## config.mk

```make
export PLATFORM = sky130hd
export DESIGN_NAME = rgb_cube_palette_dither_core
export DESIGN_NICKNAME = d
export VERILOG_FILES = /design/src/sv/rcpd_pkg.sv /design/src/sv/rcpd_level_split.sv /design/src/sv/rgb_cube_palette_dither_core.sv
export SDC_FILE = /design/constraint.sdc
export NUM_CORES = 1
export LEC_CHECK = 0
export ABC_CLOCK_PERIOD_IN_PS = 4820
export BUFFER_PORTS_ARGS = -buffer_cell sky130_fd_sc_hd__buf_2
export CAP_MARGIN = 25
export CORE_AREA = 10 10 189 191
export CTS_CLUSTER_DIAMETER = 60
export DETAILED_ROUTE_END_ITERATION = 7
export DIE_AREA = 0 0 199 201
export PLACE_DENSITY = 0.57
export REMOVE_ABC_BUFFERS = 1
export SLEW_MARGIN = 20
export SYNTH_ARGS = -nofsm -noshare
export SYNTH_HDL_FRONTEND = slang
export SYNTH_SLANG_ARGS = --single-unit
```

## constraint.sdc

```tcl
create_clock -name clk -period 4.82 [get_ports clk]
set_input_delay 1.205 -clock clk [delete_from_list [all_inputs] [get_ports clk]]
set_output_delay 1.205 -clock clk [all_outputs]
set_load 0.01 [all_outputs]
```

## src/sv/rcpd_pkg.sv

```systemverilog
// ----------------------------------------------------------------------------
// rcpd_pkg
// shared types, widths and constants of the rgb cube palette dither core
// ----------------------------------------------------------------------------
`default_nettype none

package rcpd_pkg;

  // field widths
  localparam int COLOR_W      = 8;
  localparam int INDEX_W      = 12;
  localparam int LEVELS_REG_W = 5;
  localparam int CFG_DATA_W   = 12;

  // cube size limits
  localparam int MAX_LEVELS_DEF = 16;
  localparam logic [LEVELS_REG_W-1:0] LEVELS_MIN   = LEVELS_REG_W'(2);
  localparam logic [LEVELS_REG_W-1:0] LEVELS_RESET = LEVELS_REG_W'(6);
  localparam logic [INDEX_W-1:0]      BACKGROUND_RESET = '0;

  // dither thresholds on the remainder of c*(L-1) mod full scale
  localparam logic [COLOR_W-1:0] DITHER_LOW  = COLOR_W'(64);
  localparam logic [COLOR_W-1:0] DITHER_HIGH = COLOR_W'(192);

  // channel slots
  localparam int CH_RED   = 0;
  localparam int CH_GREEN = 1;
  localparam int CH_BLUE  = 2;
  localparam int NUM_CH   = 3;

  // configuration register indexes
  typedef enum logic [0:0] {
    CFG_LEVELS     = 1'b0,
    CFG_BACKGROUND = 1'b1
  } cfg_reg_t;

  typedef struct packed {
    logic [COLOR_W-1:0] red;
    logic [COLOR_W-1:0] green;
    logic [COLOR_W-1:0] blue;
  } pixel_t;

  typedef struct packed {
    logic [INDEX_W-1:0] left_index;
    logic [INDEX_W-1:0] right_index;
  } cell_pair_t;

  // levels below the minimum count as the minimum, above the maximum as the maximum
  function automatic logic [LEVELS_REG_W-1:0] clamp_levels(
    input logic [LEVELS_REG_W-1:0] raw,
    input logic [LEVELS_REG_W-1:0] max_lv
  );
    logic [LEVELS_REG_W-1:0] v;
    v = raw;
    if (raw < LEVELS_MIN) begin
      v = LEVELS_MIN;
    end else if (raw > max_lv) begin
      v = max_lv;
    end
    return v;
  endfunction

endpackage

`default_nettype wire

```

## src/sv/rcpd_level_split.sv

```systemverilog
// ----------------------------------------------------------------------------
// rcpd_level_split
// splits one scaled channel into a quotient level and its dithered neighbors
// ----------------------------------------------------------------------------
`default_nettype none

module rcpd_level_split #(
  parameter int MAX_LEVELS = rcpd_pkg::MAX_LEVELS_DEF
) (
  input  wire logic [rcpd_pkg::COLOR_W+$clog2(MAX_LEVELS)-1:0] scaled,
  output logic      [$clog2(MAX_LEVELS)-1:0]                   lo,
  output logic      [$clog2(MAX_LEVELS)-1:0]                   hi
);

  localparam int COLOR_W  = rcpd_pkg::COLOR_W;
  localparam int LEVEL_W  = $clog2(MAX_LEVELS);
  localparam int SCALED_W = COLOR_W + LEVEL_W;
  localparam int SUM_W    = SCALED_W + 1;

  logic [SUM_W-1:0]   quot_sum;
  logic [LEVEL_W-1:0] quot;
  logic [LEVEL_W-1:0] quot_inc;
  logic [SUM_W-1:0]   rem_wide;
  logic [COLOR_W-1:0] rem;

  // x / 255 == (x + (x >> 8) + 1) >> 8 for x well below 2^16
  assign quot_sum = SUM_W'(scaled) + SUM_W'(scaled >> COLOR_W) + SUM_W'(1);
  assign quot     = LEVEL_W'(quot_sum >> COLOR_W);
  assign quot_inc = quot + LEVEL_W'(1);

  // remainder x - 255*q, written as x + q - 256*q
  assign rem_wide = SUM_W'(scaled) + SUM_W'(quot) - (SUM_W'(quot) << COLOR_W);
  assign rem      = rem_wide[COLOR_W-1:0];

  always_comb begin
    if (rem < rcpd_pkg::DITHER_LOW) begin
      lo = quot;
      hi = quot;
    end else if (rem >= rcpd_pkg::DITHER_HIGH) begin
      lo = quot_inc;
      hi = quot_inc;
    end else begin
      lo = quot;
      hi = quot_inc;
    end
  end

endmodule

`default_nettype wire

```

## src/sv/rgb_cube_palette_dither_core.sv

```systemverilog
// ----------------------------------------------------------------------------
// rgb_cube_palette_dither_core
// rgb pixel to a pair of color cube palette indices with two-cell dither
// ----------------------------------------------------------------------------
// throughput: one pixel per cycle while idx_stall is low, set by the four-register pipeline
//   (scale, level split, index products, index sum and swap)
// stall from the result side backs up through stages only as far as needed
// reset: synchronous rst empties the pipeline and loads levels 6, background 0
// ----------------------------------------------------------------------------
`default_nettype none

module rgb_cube_palette_dither_core #(
  parameter int MAX_LEVELS = rcpd_pkg::MAX_LEVELS_DEF
) (
  input  wire logic                            clk,
  input  wire logic                            rst,
  // pixel channel
  input  wire logic                            pix_valid,
  output logic                                 pix_stall,
  input  wire rcpd_pkg::pixel_t                pix,
  // index pair channel
  output logic                                 idx_valid,
  input  wire logic                            idx_stall,
  output rcpd_pkg::cell_pair_t                 idx,
  // register writes
  input  wire logic                            cfg_valid,
  output logic                                 cfg_ready,
  input  wire rcpd_pkg::cfg_reg_t              cfg_index,
  input  wire logic [rcpd_pkg::CFG_DATA_W-1:0] cfg_data
);

  localparam int COLOR_W  = rcpd_pkg::COLOR_W;
  localparam int INDEX_W  = rcpd_pkg::INDEX_W;
  localparam int LREG_W   = rcpd_pkg::LEVELS_REG_W;
  localparam int NUM_CH   = rcpd_pkg::NUM_CH;
  localparam int LEVEL_W  = $clog2(MAX_LEVELS);
  localparam int SCALED_W = COLOR_W + LEVEL_W;
  localparam int LCNT_W   = LEVEL_W + 1;
  localparam int SQ_W     = 2 * LEVEL_W + 1;
  localparam logic [LREG_W-1:0] MAX_LV = LREG_W'(MAX_LEVELS);

  // --------------------------------------------------------------------------
  // configuration: levels are clamped when written, with L-1 and L*L kept
  // alongside so the datapath sees them as plain registers
  // --------------------------------------------------------------------------
  logic [LREG_W-1:0]  lvl_src;
  logic [LREG_W-1:0]  lvl_eff;
  logic [LCNT_W-1:0]  lvl_eff_n;
  logic               lvl_load;
  logic [LCNT_W-1:0]  lvl;
  logic [LEVEL_W-1:0] lvl_m1;
  logic [SQ_W-1:0]    lvl_sq;
  logic [INDEX_W-1:0] background;

  assign cfg_ready = 1'b1;

  always_comb begin
    lvl_load = rst;
    lvl_src  = rst ? rcpd_pkg::LEVELS_RESET : cfg_data[LREG_W-1:0];
    if (cfg_valid && cfg_ready) begin
      case (cfg_index)
        rcpd_pkg::CFG_LEVELS:     lvl_load = 1'b1;
        rcpd_pkg::CFG_BACKGROUND: lvl_load = rst;
        default:                  lvl_load = rst;
      endcase
    end
  end

  assign lvl_eff   = rcpd_pkg::clamp_levels(lvl_src, MAX_LV);
  assign lvl_eff_n = lvl_eff[LCNT_W-1:0];

  always_ff @(posedge clk) begin
    if (lvl_load) begin
      lvl    <= lvl_eff_n;
      lvl_m1 <= LEVEL_W'(lvl_eff_n - LCNT_W'(1));
      lvl_sq <= SQ_W'(SQ_W'(lvl_eff_n) * SQ_W'(lvl_eff_n));
    end
  end

  always_ff @(posedge clk) begin
    if (rst) begin
      background <= rcpd_pkg::BACKGROUND_RESET;
    end else if (cfg_valid && cfg_ready && cfg_index == rcpd_pkg::CFG_BACKGROUND) begin
      background <= cfg_data[INDEX_W-1:0];
    end
  end

  // --------------------------------------------------------------------------
  // pipeline flow: a stage moves when it is empty or its successor moves
  // --------------------------------------------------------------------------
  logic s1_valid, s2_valid, s3_valid;
  logic adv1, adv2, adv3, adv_out;

  assign adv_out   = !idx_valid || !idx_stall;
  assign adv3      = !s3_valid || adv_out;
  assign adv2      = !s2_valid || adv3;
  assign adv1      = !s1_valid || adv2;
  assign pix_stall = !adv1;

  always_ff @(posedge clk) begin
    if (rst) begin
      s1_valid  <= 1'b0;
      s2_valid  <= 1'b0;
      s3_valid  <= 1'b0;
      idx_valid <= 1'b0;
    end else begin
      if (adv1)    s1_valid  <= pix_valid;
      if (adv2)    s2_valid  <= s1_valid;
      if (adv3)    s3_valid  <= s2_valid;
      if (adv_out) idx_valid <= s3_valid;
    end
  end

  // --------------------------------------------------------------------------
  // stage 1: scale each channel by L-1
  // --------------------------------------------------------------------------
  logic [NUM_CH-1:0][COLOR_W-1:0]  chan;
  logic [NUM_CH-1:0][SCALED_W-1:0] s1_scaled;

  assign chan[rcpd_pkg::CH_RED]   = pix.red;
  assign chan[rcpd_pkg::CH_GREEN] = pix.green;
  assign chan[rcpd_pkg::CH_BLUE]  = pix.blue;

  always_ff @(posedge clk) begin
    if (adv1) begin
      for (int i = 0; i < NUM_CH; i++) begin
        s1_scaled[i] <= SCALED_W'(SCALED_W'(chan[i]) * SCALED_W'(lvl_m1));
      end
    end
  end

  // --------------------------------------------------------------------------
  // stage 2: quotient by full scale and dither choice per channel
  // --------------------------------------------------------------------------
  logic [NUM_CH-1:0][LEVEL_W-1:0] split_lo, split_hi;
  logic [NUM_CH-1:0][LEVEL_W-1:0] s2_lo, s2_hi;

  for (genvar g = 0; g < NUM_CH; g++) begin : g_split
    rcpd_level_split #(
      .MAX_LEVELS(MAX_LEVELS)
    ) u_split (
      .scaled(s1_scaled[g]),
      .lo    (split_lo[g]),
      .hi    (split_hi[g])
    );
  end

  always_ff @(posedge clk) begin
    if (adv2) begin
      s2_lo <= split_lo;
      s2_hi <= split_hi;
    end
  end

  // --------------------------------------------------------------------------
  // stage 3: index terms r*L*L, g*L and b for both cells
  // --------------------------------------------------------------------------
  logic [INDEX_W-1:0] s3_r_lo, s3_g_lo, s3_b_lo;
  logic [INDEX_W-1:0] s3_r_hi, s3_g_hi, s3_b_hi;

  always_ff @(posedge clk) begin
    if (adv3) begin
      s3_r_lo <= INDEX_W'(INDEX_W'(s2_lo[rcpd_pkg::CH_RED]) * INDEX_W'(lvl_sq));
      s3_g_lo <= INDEX_W'(INDEX_W'(s2_lo[rcpd_pkg::CH_GREEN]) * INDEX_W'(lvl));
      s3_b_lo <= INDEX_W'(s2_lo[rcpd_pkg::CH_BLUE]);
      s3_r_hi <= INDEX_W'(INDEX_W'(s2_hi[rcpd_pkg::CH_RED]) * INDEX_W'(lvl_sq));
      s3_g_hi <= INDEX_W'(INDEX_W'(s2_hi[rcpd_pkg::CH_GREEN]) * INDEX_W'(lvl));
      s3_b_hi <= INDEX_W'(s2_hi[rcpd_pkg::CH_BLUE]);
    end
  end

  // --------------------------------------------------------------------------
  // stage 4: sum the terms, trade places of index zero and background
  // --------------------------------------------------------------------------
  logic [INDEX_W-1:0] sum_lo, sum_hi;
  logic [INDEX_W-1:0] swap_lo, swap_hi;

  assign sum_lo = s3_r_lo + s3_g_lo + s3_b_lo;
  assign sum_hi = s3_r_hi + s3_g_hi + s3_b_hi;

  always_comb begin
    swap_lo = sum_lo;
    if (sum_lo == '0) begin
      swap_lo = background;
    end else if (sum_lo == background) begin
      swap_lo = '0;
    end
    swap_hi = sum_hi;
    if (sum_hi == '0) begin
      swap_hi = background;
    end else if (sum_hi == background) begin
      swap_hi = '0;
    end
  end

  // output register holds a stalled result while the earlier stages refill
  always_ff @(posedge clk) begin
    if (adv_out) begin
      idx.left_index  <= swap_lo;
      idx.right_index <= swap_hi;
    end
  end

  // --------------------------------------------------------------------------
  // assertions
  // --------------------------------------------------------------------------

  // the input side stalls only when every stage is full and the output is held
  a_stall_only_when_full: assert property (@(posedge clk) disable iff (rst)
    pix_stall |-> (s1_valid && s2_valid && s3_valid && idx_valid && idx_stall))
    else $error("pixel side stalled with a bubble in the pipeline");

  // derived level registers agree with the clamped level count
  a_levels_consistent: assert property (@(posedge clk) disable iff (rst)
    (lvl >= LCNT_W'(2)) && (LCNT_W'(lvl_m1) == lvl - LCNT_W'(1))
      && (lvl_sq == SQ_W'(SQ_W'(lvl) * SQ_W'(lvl))))
    else $error("level registers out of step");

  // an item held in stage 3 behind a blocked output is not dropped
  a_stage3_holds: assert property (@(posedge clk) disable iff (rst)
    (s3_valid && !adv_out) |=> s3_valid)
    else $error("stage 3 item lost under stall");

endmodule

`default_nettype wire
```

==> key figures <==
Run status
  – Status: finished, final reports clean

Synthesis
  – Post-synth top area share: around a third
  – Largest family of logic cells by synthesized area: adder cells
  – Synthesized area per cell: ~10 um^2
  – Cell taking the most area after synthesis: edfxtp_1
  – Synth Area in Simple Gates: between 10% and 20%
  – Post-synth ARST share: 0%
  – Post-synthesis mux area share: less than 1%
  – Area contributors post-synth: edfxtp_1, ha_1, fa_1
  – Most common cell in the netlist: ha_1
  – EDFF count, synth: 150
  – Synth warn: 0
  – Cell count after synthesis: about 1400
  – XOR/XNOR share of the synthesized area: around 8.0%
  – Syn Std Cell Area: about 14000 um^2
  – Prevailing post-synth register cell: edfxtp_1
  – Sequential fraction of the synthesis area: between 30% and 40%
  – Compound-Gate Fraction of Synth Area: between 10% and 20%
  – Synth Area in Adders: 26.4%
  – Synthesized flop and latch total: 166
  – Post-synth cell types: 74
  – Post-synth top cells: ha_1, edfxtp_1, nand2_1

Die
  – Core area: 32000 um^2
  – DIE AREA: ~40000 um^2
  – Num ports: 69
  – Die Y: ~200 um
  – Die width: a little under 200 um
  – Starting Density: roughly 44%
  – Site Rows: between 60 and 70

Setup path
  – Worst Path Required: ~5.0 ns
  – Critical path arrival: 4.45 ns
  – R2r worst-path depth: 15
  – Crit Path Max Fanout: 6
  – Reg2reg setup slack: 0.56 ns
  – Reg-to-Reg Start: s1_scaled[33]
  – Kind of critical path: reg -> reg
  – Crit path from: s1_scaled[33]
  – CP Launch Type: flip-flop
  – R2r endpoint: s2_hi[9]
  – Endpoint class of the critical path: flip-flop

Clocking
  – H-tree Lvls: 4
  – CTS max path bufs: 2
  – Post-CTS Resized: 0
  – Clock transition at path regs: 0.07 ns
  – Num CTS Buffers: 17
  – Clock sinks: approximately 170
  – TritonCTS clock tree: done
  – Setup bufs post-CTS: 0
  – Hold_buf cts: 0
  – Worst-Skew Late Latency: roughly 0.44 ns
  – CTS Root Cell: clkbuf_16

STA
  – Clock skew: 0.0180 ns
  – Worst slew margin: 47.1%
  – Crit share post-route: about nine tenths
  – Worst slew pin tran: 0.781 ns
  – Minimum clock period: roughly 4.3 ns
  – Fmax: ~0.23 GHz
  – Final Hold Vio Count: 0
  – RSZ-0062 raised after global routing: false
  – Final setup fails: 0
  – Final Max Slew Viols: 0
  – Fin Setup TNS: 0 ns

Global routing
  – Initial antenna violation count: 0
  – Vias in the first global route: about 9700
  – First-pass GRT wire length: between 40000 and 50000 um
  – Tot GR Track Use: between 10% and 20%
  – Largest net degree at the start of global routing: 51
  – Grt ovf: 0

Layout
  – Fillcell total: 2968
  – Layout cells sized above 1: 9.33%
  – Reg area: slightly below 5000 um^2
  – Post-route cell area: about 16000 um^2
  – Antenna Cells: 0
  – Nets@finish: roughly 1700
  – Area grow syn2layout: 10.1%
  – Multi-input combinational cell area: approximately 8800 um^2

Detailed routing
  – Post-route ant nets: 0
  – Initial DRC Count: approximately 380
  – Via count: around 9700
  – Routed WL: roughly 29000 um
  – WL/cell: 15.3 um
  – DRC: 0
  – Post-DR vias/cell: roughly 5
  – Drt pass-1 iters: 5

Placed design
  – DP HPWL: around 24000 um
  – Routability Congestion: between 0.8 and 0.9
  – Placed inst area: 15100 um^2
  – Port Buffers: 67

Pwr
  – LEAKAGE: between 7 and 8 nW
  – Worst VDD drop: approximately 0.30 mV
  – PD cells: 655 nW/um^2
  – Tot Pwr: just over 10 mW

Hold path
  – Hold Startpoint: s2_lo[10]
  – WHS Endpoint: s3_b_lo[2]
  – Hold Path Cell Cnt: 0
  – Hold WC Path Type: reg -> reg

Job
  – Max-cap violation count: 0
-- per-layer routing --
layer	GRT usage, %	wire length (um)	vias to the layer above
met5	0	0	-
met4	3.60	307	0
met3	2.53	957	21
met2	25.5	14100	133
met1	18.6	13400	4563
li1	-	-	4942
-- power by group --
group	switching [mW]	internal [mW]
logic	3.27	2.74
clock network	0.621	0.682
registers	0.454	2.49
total	4.34	5.91
-- state kept, by name, summed over array words and instances (netlist names), 4 cells and up --
name and flops:
background 12, idx 24, lvl 5, lvl_m1 4
lvl_sq 7, s1_scaled 36, s2_hi 12, s2_lo 12
s3_b_hi 4, s3_b_lo 4, s3_g_hi 9, s3_g_lo 9
s3_r_hi 12, s3_r_lo 12
-- cell families (layout without fill, tap and decap cells) --
group | count (synthesis) | after routing
DFF | 166 | 166
other | 2 | 8
muxes | 12 | 12
and+or+nand+nor | 433 | 433
AOI/OAI and AO/OA | 228 | 228
adders and majority gates | 249 | 249
xor gates and xnor gates | 123 | 123
buffers and inverters | 168 | 250
-- stage by stage --
stage | hold slack [ns] | utilization, % | worst slack [ns] | std cells
6_report | 0.421 | 48.9 | 0.555 | 1877
5_1_grt | 0.427 | 48.9 | 0.214 | 1877
4_1_cts | 0.421 | 48.8 | 0.521 | 1875
3_5_place_dp | 0.405 | 47.0 | 0.163 | 1843
3_3_place_gp | 0.402 | 47.0 | 0.212 | 1842
2_1_floorplan | 0.400 | - | 0.413 | 1352
-- worst max path at each step --
stage	cells after the start	end	slack [ns]
detailed placement	14	s1_scaled[11]	0.16
global placement	14	s1_scaled[11]	0.21
global route	15	s2_hi[9]	0.21
CTS	15	s2_hi[9]	0.52
finish	15	s2_hi[9]	0.56
floorplan	13	s1_scaled[11]	0.41
-- critical path, cell delays in order (launching register included) --
cell,delay (ns)
edfxtp_1,0.45
ha_1,0.30
o21a_1,0.11
o21a_1,0.11
o21ai_0,0.09
a21oi_1,0.42
nand3_1,0.15
xnor2_1,0.25
ha_1,0.28
o21a_1,0.19
o211ai_1,0.29
nor4_1,0.11
mux2_2,0.30
or4_1,0.49
nand2_1,0.12
mux2_2,0.35
-- final cells by class --
cell class                      instances  area share (%)
Clock buffer                           18            2.74
Clock inverter                         14           0.847
Inverter                              133            3.19
Multi-Input combinational cell       1053            56.0
Sequential cell                       166            30.8
Tap cell                              408            3.26
Timing Repair Buffer                   85            3.18
-- cell usage in the layout (no fill, tap or decap), types with 13 or more instances in the layout --
cell type  synthesis  layout
nand3_1           16      15
buf_4              2      15
ha_1             163     163
fa_1              85      85
nor3_1            19      19
a22o_1            13      13
edfxtp_1         150     150
nor2_1            53      53
xnor2_1           92      92
dfxtp_1           16      16
and2_1           117     117
xor2_1            27      27
nor4_1            14      14
nand2_1          150     150
o21bai_1          29      29
inv_1            133     132
buf_2              8      67
clkbuf_16          0      17
a21oi_1           89      89
a21o_1            16      16
o21ai_0           21      21
(Power assumes the default switching activity.)
